`src/rtl/prime_factor_count_range_query_core_defines.svh`:
```
// ----------------------------------------------------------------------------
// Prime factor count core assertion macros
// Shared concurrent assertion forms, clocked on clk and disabled in rst.
// ----------------------------------------------------------------------------
`ifndef PRIME_FACTOR_COUNT_RANGE_QUERY_CORE_DEFINES_SVH
`define PRIME_FACTOR_COUNT_RANGE_QUERY_CORE_DEFINES_SVH

// Check a consequence in the same cycle.
`define PFC_ASSERT_SAME(name, ante, cons, msg) \
  name: assert property (@(posedge clk) disable iff (rst) (ante) |-> (cons)) \
    else $error(msg);

// Check a consequence in the next cycle.
`define PFC_ASSERT_NEXT(name, ante, cons, msg) \
  name: assert property (@(posedge clk) disable iff (rst) (ante) |=> (cons)) \
    else $error(msg);

`endif

```
`src/rtl/pfc_pkg.sv`:
```
`timescale 1ns / 1ps
// ----------------------------------------------------------------------------
// Prime factor count core package
// Word types, codes and widths shared by the controller and the datapath.
// ----------------------------------------------------------------------------
package pfc_pkg;

  localparam int FIELD_W         = 17;
  localparam int ENTRY_W         = 5;
  localparam int TABLE_DEPTH_DEF = 131072;

  localparam logic [FIELD_W-1:0] LIMIT_RESET = 17'd100000;
  localparam logic [ENTRY_W-1:0] ENTRY_MAX   = 5'd31;

  localparam logic OP_BUILD = 1'b0;

  typedef enum logic [1:0] {
    ST_OK        = 2'd0,
    ST_BAD_RANGE = 2'd1,
    ST_NOT_BUILT = 2'd2
  } status_t;

  typedef struct packed {
    logic               operation;
    logic [FIELD_W-1:0] range_low;
    logic [FIELD_W-1:0] range_high;
    logic [ENTRY_W-1:0] factor_target;
  } in_word_t;

  typedef struct packed {
    logic [FIELD_W-1:0] match_count;
    status_t            status;
  } out_word_t;

  // Datapath commands issued by the controller.
  typedef enum logic [3:0] {
    DP_NOP,
    DP_LOAD,
    DP_CLR,
    DP_SCAN,
    DP_PRD,
    DP_PNEXT,
    DP_QINIT,
    DP_INC,
    DP_MUL,
    DP_QNEXT
  } dp_op_t;

  // Datapath status back to the controller.
  typedef struct packed {
    logic range_bad;
    logic scan_last;
    logic clr_last;
    logic p_over;
    logic p_last;
    logic is_prime;
    logic inc_last;
    logic q_fits;
  } dp_sts_t;

endpackage

```
`src/rtl/pfc_ctrl.sv`:
```
`timescale 1ns / 1ps
// ----------------------------------------------------------------------------
// Prime factor count controller
// Sequences the clear sweep, the sieve passes and the range scan.
// ----------------------------------------------------------------------------
module pfc_ctrl
  import pfc_pkg::*;
(
  input  logic    clk,
  input  logic    rst,
  input  logic    start,
  input  logic    start_op,
  input  logic    cfg_wr,
  input  dp_sts_t sts,
  output dp_op_t  cmd,
  output logic    busy,
  output logic    done,
  output status_t status
);

  typedef enum logic [3:0] {
    S_IDLE,
    S_CHECK,
    S_SCAN,
    S_DRAIN,
    S_CLEAR,
    S_PRD,
    S_PCHK,
    S_INC,
    S_MUL,
    S_QCHK
  } state_t;

  state_t  state;
  state_t  state_next;
  logic    done_next;
  status_t status_next;
  logic    built;
  logic    built_next;

  always_comb begin
    state_next  = state;
    cmd         = DP_NOP;
    done_next   = 1'b0;
    status_next = status;
    built_next  = built;
    unique case (state) inside
      S_IDLE: begin
        if (start) begin
          cmd        = DP_LOAD;
          state_next = (start_op == OP_BUILD) ? S_CLEAR : S_CHECK;
        end
      end
      S_CHECK: begin
        if (!built) begin
          status_next = ST_NOT_BUILT;
          done_next   = 1'b1;
          state_next  = S_IDLE;
        end else if (sts.range_bad) begin
          status_next = ST_BAD_RANGE;
          done_next   = 1'b1;
          state_next  = S_IDLE;
        end else begin
          state_next = S_SCAN;
        end
      end
      S_SCAN: begin
        cmd = DP_SCAN;
        if (sts.scan_last) begin
          state_next = S_DRAIN;
        end
      end
      S_DRAIN: begin
        status_next = ST_OK;
        done_next   = 1'b1;
        state_next  = S_IDLE;
      end
      S_CLEAR: begin
        cmd = DP_CLR;
        if (sts.clr_last) begin
          if (sts.p_over) begin
            built_next  = 1'b1;
            status_next = ST_OK;
            done_next   = 1'b1;
            state_next  = S_IDLE;
          end else begin
            state_next = S_PRD;
          end
        end
      end
      S_PRD: begin
        cmd        = DP_PRD;
        state_next = S_PCHK;
      end
      S_PCHK, S_QCHK: begin
        if ((state == S_PCHK) && sts.is_prime) begin
          cmd        = DP_QINIT;
          state_next = S_INC;
        end else if ((state == S_QCHK) && sts.q_fits) begin
          cmd        = DP_QNEXT;
          state_next = S_INC;
        end else begin
          cmd = DP_PNEXT;
          if (sts.p_last) begin
            built_next  = 1'b1;
            status_next = ST_OK;
            done_next   = 1'b1;
            state_next  = S_IDLE;
          end else begin
            state_next = S_PRD;
          end
        end
      end
      S_INC: begin
        cmd = DP_INC;
        if (sts.inc_last) begin
          state_next = S_MUL;
        end
      end
      S_MUL: begin
        cmd        = DP_MUL;
        state_next = S_QCHK;
      end
      default: begin
        state_next = S_IDLE;
      end
    endcase
    // drop the table on any limit write
    if (cfg_wr) begin
      built_next = 1'b0;
    end
  end

  always_ff @(posedge clk) begin
    if (rst) begin
      state  <= S_IDLE;
      busy   <= 1'b0;
      done   <= 1'b0;
      status <= ST_OK;
      built  <= 1'b0;
    end else begin
      state  <= state_next;
      busy   <= (state_next != S_IDLE);
      done   <= done_next;
      status <= status_next;
      built  <= built_next;
    end
  end

endmodule

```
`config.mk`:
```
export PLATFORM = sky130hd
export DESIGN_NAME = pfc_ctrl
export DESIGN_NICKNAME = d
export VERILOG_FILES = /design/src/rtl/prime_factor_count_range_query_core_defines.svh /design/src/rtl/pfc_pkg.sv /design/src/rtl/pfc_ctrl.sv
export SDC_FILE = /design/constraint.sdc
export NUM_CORES = 1
export LEC_CHECK = 0
export BUFFER_PORTS_ARGS = -buffer_cell sky130_fd_sc_hd__buf_4
export CAP_MARGIN = 5
export CORE_MARGIN = 8
export CORE_UTILIZATION = 47
export CTS_BUF_LIST = sky130_fd_sc_hd__clkbuf_4
export CTS_CLUSTER_DIAMETER = 50
export DETAILED_ROUTE_END_ITERATION = 8
export HOLD_SLACK_MARGIN = 0.15
export PLACE_DENSITY = 0.86
export SYNTH_ARGS = -nofsm -noshare
export SYNTH_HDL_FRONTEND = slang
export SYNTH_SLANG_ARGS = --single-unit
export TNS_END_PERCENT = 100
```
`constraint.sdc`:
```
create_clock -name clk -period 1.45 [get_ports clk]
set_input_delay 0.29 -clock clk [delete_from_list [all_inputs] [get_ports clk]]
set_output_delay 0.29 -clock clk [all_outputs]
set_load 0.005 [all_outputs]
```
==> summary.txt, run 1 <==
Run status
  • Status: finished, violations left
  • Failing checks: setup timing

Worst setup path
  • Peak per-stage delay on the critical path: 0.37 ns
  • Crit-path cells: nor2b_2 -> buf_4 -> mux2i_1 -> a22oi_1 -> o21ai_1 -> buf_4
  • Worst Path Buf+Inv: 2
  • Worst Path Arrival: 1.39 ns
  • Crit path top cell by count: buf_4
  • Max FO, Critical Path: 4
  • Max stage delay cell, worst path: dfxtp_4
  • CP Capture Type: primary output
  • Nature of the critical path startpoint: register
  • CP delay by family, top: flip-flops
  • Worst Setup Path Type: reg2out
  • Worst Path Required: 1.16 ns

Clock tree
  • TritonCTS sink count: 9
  • CTS tree: done
  • Post-CTS Hold Buffers: 0
  • CTS root buf: clkbuf_4
  • Max clock buf depth: 2
  • Cts bufs inserted: 3
  • H-tree levels: 1
  • Clock slew at reported path FFs: 0.07 ns
  • Clock Latency Late Sink: 0.28 ns

Finish
  • Final Cell Area: 1290 µm²
  • Fin util: 0.890
  • Diodes inserted: 0
  • Commonest non-fill, non-tap cell in the layout: buf_4
  • Layout cell share with drive strength beyond 1: 0.599
  • Fill count: 66
  • Most frequent cells in the layout: 42 x buf_4, 8 x buf_6, 7 x nand2_1
  • FF+latch area: 195 µm²
  • P&R area growth vs syn: 84.0%
  • Layout Nets: 151
  • Multi-input gate area: 591 µm²

Timing
  • Rel. slew slack: 0.748
  • TNS Setup: -1.54 ns
  • Max Clock Freq: 596 MHz
  • Slew Viols, Final: 0
  • Final setup vio count: 12
  • Tcrit/Tclk final: 1.16
  • Hold Fails Final Rpt: 0
  • Clock skew: 0.00499 ns
  • Worst-Margin Slew: 0.375 ns
  • Final setup margin: -0.229 ns
  • Final worst path period need: 1.68 ns
  • RSZ-0062 raised after global routing: true

Die
  • Core Rows: 14
  • I/O pin cnt: 21
  • Die ar.: 2990 µm²
  • Starting Density: 0.484
  • Chip Width: 54.7 µm
  • Area of the core: 1450 µm²
  • Die Ht: 54.7 µm

Drt
  • Post-DR wirelength/cell: 20.7 µm
  • Final wirelength: 3170 µm
  • Vias: 952
  • Antenna viol nets, final: 0
  • Vias/cell: 6.22
  • TritonRoute pass-1 iters: 4
  • DRC: 0
  • Starting DRT DRC Count: 26

Placed design
  • Placed Area: 1030 µm²
  • Pre-CTS setup slack: -0.184 ns
  • # port buffers: 20
  • Final HPWL DP: 1850 µm
  • Final GP Congestion: 0.903

Synthesis
  • Cells after synthesis: 87
  • Post-synth net total: 100
  • Area contributors post-synth: dfxtp_1 26%, nor2b_1 5.3%, nand2_1 4.3%, nor2_1 3.7%, nand4b_4 3.4%
  • Average cell area after synthesis: 8.08 µm²
  • Synth Register Bits: 9
  • Post-synth top area share: 0.256
  • YS warnings: 0
  • Distinct cells, synth: 39
  • Sequential share of the synthesized area: 0.256
  • Yosys top cell by area: dfxtp_1
  • Synthesized area: 703 µm²

Global route
  • Vias in the first global route: 913
  • GRT Overall Usage: 0.177
  • First-pass GRT wire length: 3940 µm
  • Largest net degree at the start of global routing: 11
  • Total grt overflow: 0
  • Initial antenna violation count: 0

Hold path
  • Worst min path class: in2reg

Power and ir drop
  • Leakage: 0.562 nW
  • PD cells: 673 nW/µm²
  • Worst VDD drop: 590 µV

Flow run
  • Max-Cap Viols: 0
==> stage by stage <==
step,power [mW],hold WS (ns),instances
2_1_floorplan,0.417,0.369,87
3_5_place_dp,0.558,0.456,141
6_report,0.870,0.173,153
3_3_place_gp,0.549,0.455,141
4_1_cts,0.796,0.163,147
5_1_grt,0.908,0.180,153
==> synth_stat cells, drive strengths merged <==
master   n
a32oi    1
xnor2    1
a2bb2oi  1
inv      2
nand3    2
mux2i    2
nor3     3
a21boi   1
o21ai    2
o22ai    1
nand2    9
o211ai   1
nand4b   1
nand4    1
o2bb2ai  1
nor3b    2
nor4b    1
o22a     1
a21o     2
and4bb   1
nor4     3
a31oi    1
nand2b   2
buf      6
o21bai   1
and2     2
o31a     2
nor4bb   2
a22oi    1
a21oi    4
o31ai    3
nor2b    6
dfxtp    9
nor2     7
nand3b   1
mux2     1
==> cell families after synthesis <==
family                 count (synthesis)  synth area share
buffers and inverters                  8            0.0605
flip-flops                             9             0.256
AO/OA/AOI/OAI                         23             0.247
XOR/XNOR                               1            0.0125
AND/OR/NAND/NOR                       43             0.374
multiplexers                           3            0.0498
==> final timing paths <==
kind | slack, ns | end | cells past startpoint | from
worst max-delay path | -0.23 | cmd[0] | 6 | state[0]
worst min-delay path | 0.17 | built | 2 | cfg_wr
worst max register to register | -0.18 | status[1] | 5 | state[3]
worst min register to register | 0.55 | status[0] | 2 | built
==> routing by layer <==
| layer | wire length (µm) | vias up | part of all wire | GRT usage |
|---|---|---|---|---|
| li1 | - | 424 | - | - |
| met1 | 1240 | 459 | 0.39 | 0.188 |
| met5 | 0 | - | 0 | 0 |
| met2 | 1640 | 55 | 0.52 | 0.338 |
| met4 | 133 | 0 | 0.042 | 0.0738 |
| met3 | 169 | 14 | 0.053 | 0.0190 |
==> worst reg2reg max path: cells and delay by family (launching register included) <==
kind | cells | cell delay [ns]
flops | 1 | 0.39
simple gates | 3 | 0.57
compound gates | 1 | 0.26
mux | 1 | 0.31
==> final cells by class <==
type / instances / share of cell area
sequential: 9 / 0.151
clock buffer: 4 / 0.0232
multi-input combinational: 70 / 0.456
inverter: 2 / 0.00580
tap: 16 / 0.0155
timing repair buffer: 52 / 0.348
==> power by group <==
group	internal (mW)	leakage (nW)	switching (mW)
Sequential	0.261	0.0763	0.0152
Combinational	0.202	0.467	0.158
Clock	0.125	0.0184	0.108
Total	0.589	0.562	0.282
==> sequential cells by signal (all words and copies together) (netlist names) <==
signal / count
state: 4
status: 2
built: 1
busy: 1
done: 1
==> repair_timing <==
item | in CTS | in global routing
resized for setup | 12 | 29
hold endpoints to repair | 0 | 0
pin swaps | 2 | 7
endpoints found under the setup margin | 10 | 12
gates cloned | 0 | 1
buffers inserted | 2 | 6
(Power assumes the default switching activity.)
==> run 2: changes to the inputs <==
--- a/config.mk
+++ b/config.mk
@@ -7,6 +7,7 @@
 export LEC_CHECK = 0
 export BUFFER_PORTS_ARGS = -buffer_cell sky130_fd_sc_hd__buf_4
 export CAP_MARGIN = 5
+export CORE_ASPECT_RATIO = 1.1
 export CORE_MARGIN = 8
 export CORE_UTILIZATION = 47
 export CTS_BUF_LIST = sky130_fd_sc_hd__clkbuf_4
==> summary.txt, run 2 (synthesis gave the netlist of run 1 again) <==
Run status
  • Status: finished, violations left
  • Failing checks: setup timing

Clock tree
  • TritonCTS sink count: 9
  • H-tree levels: 1
  • Clock slew at reported path FFs: 0.08 ns
  • CTS root buf: clkbuf_4
  • Max clock buf depth: 2
  • Cts bufs inserted: 3
  • Post-CTS Hold Buffers: 0
  • Clock Latency Late Sink: 0.27 ns
  • CTS tree: done

Placed design
  • Final GP Congestion: 0.809
  • Placed insts: 140
  • # port buffers: 20
  • Placed Area: 1010 µm²
  • Final HPWL DP: 1690 µm
  • Pre-CTS setup slack: -0.0827 ns

Worst setup path
  • Critical Path Start: state[0]
  • R2R depth: 5
  • Worst Path Buf+Inv: 2
  • Peak per-stage delay on the critical path: 0.38 ns
  • Worst Setup Path Type: reg2out
  • Worst Path Arrival: 1.40 ns
  • CP delay by family, top: simple AND/OR/NAND/NOR gates
  • CP Capture Type: primary output
  • Reg-to-reg critical path endpoint: status[1]
  • Origin of the critical flop-to-flop path: state[3]
  • Max stage delay cell, worst path: dfxtp_4
  • R2R Setup Slk: -0.12 ns
  • Worst Path Required: 1.16 ns
  • Nature of the critical path startpoint: register
  • Crit-path cells: buf_8 -> nor2b_4 -> nor4_1 -> buf_4
  • Max FO, Critical Path: 7

Die
  • Area of the core: 1380 µm²
  • Die ar.: 2990 µm²
  • Starting Density: 0.508
  • Die Ht: 56.6 µm
  • I/O pin cnt: 21
  • Core Rows: 14
  • Chip Width: 52.9 µm

Finish
  • Fin util: 0.887
  • Non-filler instance count after layout: 151
  • Final Cell Area: 1230 µm²
  • Diodes inserted: 0
  • Most frequent cells in the layout: 43 x buf_4, 6 x nand2_1, 6 x buf_6
  • P&R area growth vs syn: 74.6%
  • Layout Nets: 149
  • Reg with most FFs: state
  • Fill count: 69
  • Largest regs: state (4), status (2)
  • Largest register FFs: 4
  • Layout cell share with drive strength beyond 1: 0.578
  • Commonest non-fill, non-tap cell in the layout: buf_4

Power and ir drop
  • Sw Share: 0.315
  • Flop pwr share: 0.327
  • Pint: 581 µW
  • Worst VDD drop: 688 µV
  • PD cells: 691 nW/µm²
  • Leakage: 0.541 nW
  • Tot Pwr: 848 µW
  • Clk pwr share: 0.271
  • Comb pwr share: 0.402
  • Switching power: 267 µW

Global route
  • GRT Overall Usage: 0.174
  • Total grt overflow: 0
  • Largest net degree at the start of global routing: 10
  • Initial antenna violation count: 0
  • First-pass GRT wire length: 4080 µm
  • Vias in the first global route: 899

Drt
  • DRC: 0
  • Vias/cell: 6.13
  • Vias: 925
  • Post-DR wirelength/cell: 19.8 µm
  • Starting DRT DRC Count: 36
  • Final wirelength: 2990 µm
  • TritonRoute pass-1 iters: 4
  • Antenna viol nets, final: 0

Timing
  • Tcrit/Tclk final: 1.17
  • Final setup vio count: 10
  • Worst-Margin Slew: 0.336 ns
  • Hold WS: 0.202 ns
  • Clock skew: 0.0146 ns
  • Final setup margin: -0.241 ns
  • Max Clock Freq: 591 MHz
  • Final worst path period need: 1.69 ns
  • Hold Fails Final Rpt: 0
  • Rel. slew slack: 0.774
  • TNS Setup: -1.04 ns
  • RSZ-0062 raised after global routing: true
  • Slew Viols, Final: 0

Hold path
  • Worst Hold End: built
  • Worst hold path startpoint: cfg_wr
  • Hold depth: 2
  • Worst min path class: in2reg

Flow run
  • Max-Cap Viols: 0
run 2: cell types whose count changed in the layout (fill, tap and decap cells not counted), sizes merged:
| cell | change |
|---|---|
| buf | -1 |
| clkbuf | -1 |
run 2: power groups by stage:
stage               Sequential [mW]  Clock [mW]  Combinational [mW]
floorplan                     0.282           0               0.135
detailed placement            0.285           0               0.267
finish                        0.277       0.230               0.341
global route                  0.279       0.247               0.360
CTS                           0.278       0.222               0.304
global placement              0.283           0               0.262
run 2: worst max-delay path by stage:
stage | end | slack [ns] | cells after the start
floorplan | status[1] | -0.06 | 6
global placement | status[1] | -0.07 | 5
detailed placement | status[1] | -0.08 | 5
CTS | cmd[1] | -0.15 | 4
global route | cmd[1] | -0.26 | 4
finish | cmd[1] | -0.24 | 4
run 2: cell type report:
type	count	area [µm²]	share of cell area
Multi-Input combinational cell	70	569	0.464
Tap cell	16	20.0	0.0163
Clock buffer	4	30.0	0.0245
Inverter	2	7.51	0.00612
Timing Repair Buffer	50	405	0.330
Sequential cell	9	195	0.159
run 2: what timing repair did:
action	CTS	global route
endpoints found under the setup margin	12	12
pin swaps	6	3
resized for setup	24	13
buffers inserted	3	4
run 2: routing by layer:
| layer | up-vias | GRT usage | part of all wire |
|---|---|---|---|
| met2 | 44 | 0.299 | 0.53 |
| met1 | 453 | 0.197 | 0.38 |
| li1 | 418 | - | - |
| met4 | 0 | 0.0593 | 0.030 |
| met3 | 10 | 0.0421 | 0.053 |
| met5 | - | 0 | 0 |
==> run 3: changes to the inputs <==
--- a/config.mk
+++ b/config.mk
@@ -13,6 +13,7 @@
 export CTS_BUF_LIST = sky130_fd_sc_hd__clkbuf_4
 export CTS_CLUSTER_DIAMETER = 50
 export DETAILED_ROUTE_END_ITERATION = 8
+export GPL_TIMING_DRIVEN = 0
 export HOLD_SLACK_MARGIN = 0.15
 export PLACE_DENSITY = 0.86
 export SYNTH_ARGS = -nofsm -noshare
==> summary.txt, run 3 (synthesis gave the netlist of run 1 again) <==
Placed design
  • Final GP Congestion: 0.892
  • # port buffers: 19
  • Pre-CTS setup slack: -0.195 ns
  • Final HPWL DP: 1420 µm
  • Placed insts: 122
  • Placed Area: 868 µm²

Finish
  • Layout Nets: 140
  • Layout cell share with drive strength beyond 1: 0.524
  • Commonest non-fill, non-tap cell in the layout: buf_4
  • P&R area growth vs syn: 59.6%
  • Fin util: 0.811
  • Reg with most FFs: state
  • Most frequent cells in the layout: 31 x buf_4, 7 x buf_6, 7 x nand2_1
  • Final Cell Area: 1120 µm²
  • Diodes inserted: 0
  • Non-filler instance count after layout: 142
  • Largest regs: state (4), status (2)
  • Largest register FFs: 4

Global route
  • Vias in the first global route: 825
  • First-pass GRT wire length: 3800 µm
  • Total grt overflow: 0
  • Initial antenna violation count: 0
  • GRT Overall Usage: 0.160
  • Largest net degree at the start of global routing: 10

Power and ir drop
  • PD cells: 680 nW/µm²
  • Worst VDD drop: 745 µV
  • Leakage: 0.491 nW
  • Tot Pwr: 763 µW

Timing
  • Slew Viols, Final: 0
  • Final setup vio count: 8
  • Clock skew: 0.00723 ns
  • Hold Fails Final Rpt: 0
  • Final setup margin: -0.189 ns
  • TNS Setup: -0.897 ns
  • Rel. slew slack: 0.690
  • Max Clock Freq: 610 MHz
  • Worst-Margin Slew: 0.466 ns
  • Final worst path period need: 1.64 ns
  • Hold WS: 0.191 ns
  • RSZ-0062 raised after global routing: true
  • Tcrit/Tclk final: 1.13

Die
  • Chip Width: 52.9 µm
  • I/O pin cnt: 21
  • Core Rows: 14
  • Area of the core: 1380 µm²
  • Die ar.: 2990 µm²
  • Starting Density: 0.508
  • Die Ht: 56.6 µm

Clock tree
  • Clock Latency Late Sink: 0.26 ns
  • Post-CTS Hold Buffers: 0
  • Clock slew at reported path FFs: 0.06 ns
  • Cts bufs inserted: 3
  • CTS root buf: clkbuf_4
  • TritonCTS sink count: 9
  • CTS tree: done
  • Max clock buf depth: 2
  • H-tree levels: 1

Flow run
  • Max-Cap Viols: 0

Drt
  • Vias: 892
  • Post-DR wirelength/cell: 18.4 µm
  • Vias/cell: 6.28
  • TritonRoute pass-1 iters: 4
  • DRC: 0
  • Starting DRT DRC Count: 59
  • Final wirelength: 2610 µm
  • Antenna viol nets, final: 0

Worst setup path
  • CP Capture Type: primary output
  • Worst Path Arrival: 1.35 ns
  • Worst Setup Path Type: reg2out
  • Max FO, Critical Path: 7
  • Worst Path Required: 1.16 ns
  • Nature of the critical path startpoint: register

Run status
  • Status: finished, violations left
  • Failing checks: setup timing

Hold path
  • Worst min path class: in2reg
run 3: cell types whose count changed in the layout (fill, tap and decap cells not counted), sizes merged:
cell	delta
buf	-9
run 3: cell type report:
cell class	instances	area, µm²
inverter	2	7.51
sequential	9	193
tap	16	20.0
timing repair buffer	35	272
buffer	6	63.8
fill	86	262
multi-input combinational	70	537
clock buffer	4	30.0
run 3: timing repair:
action / CTS / global route
pin swaps: 4 / 4
gates resized for setup: 24 / 11
gates cloned: 1 / 0
buffers inserted: 11 / 4
setup endpoints to repair: 10 / 12
run 3: routing by layer:
layer  wire (µm)  global-route usage  up-vias  share of wire
li1            -                   -      403              -
met4          83              0.0741        0          0.032
met3         259              0.0579       15          0.099
met2        1290               0.265       61           0.49
met5           0                   0        -              0
met1         974               0.171      413           0.37
run 3: power breakdown:
group          total (mW)  internal, mW  switching (mW)
Clock               0.204         0.124          0.0798
Sequential          0.281         0.263          0.0175
Combinational       0.278         0.151           0.127
run 3: worst max-delay path, cell delays in order, from the launching register on:
cell and delay, ns:
dfxtp_4 0.38, buf_8 0.13, mux2i_1 0.20, a22oi_1 0.09, o21ai_1 0.16, buf_4 0.13
run 3: final timing paths:
path	startpoint	to	slack (ns)	depth (start not counted)
worst max-delay path	state[2]	cmd[0]	-0.19	5
worst min-delay path	cfg_wr	built	0.19	2
worst max register to register	state[1]	status[1]	-0.16	6
worst min register to register	status[0]	status[0]	0.50	2
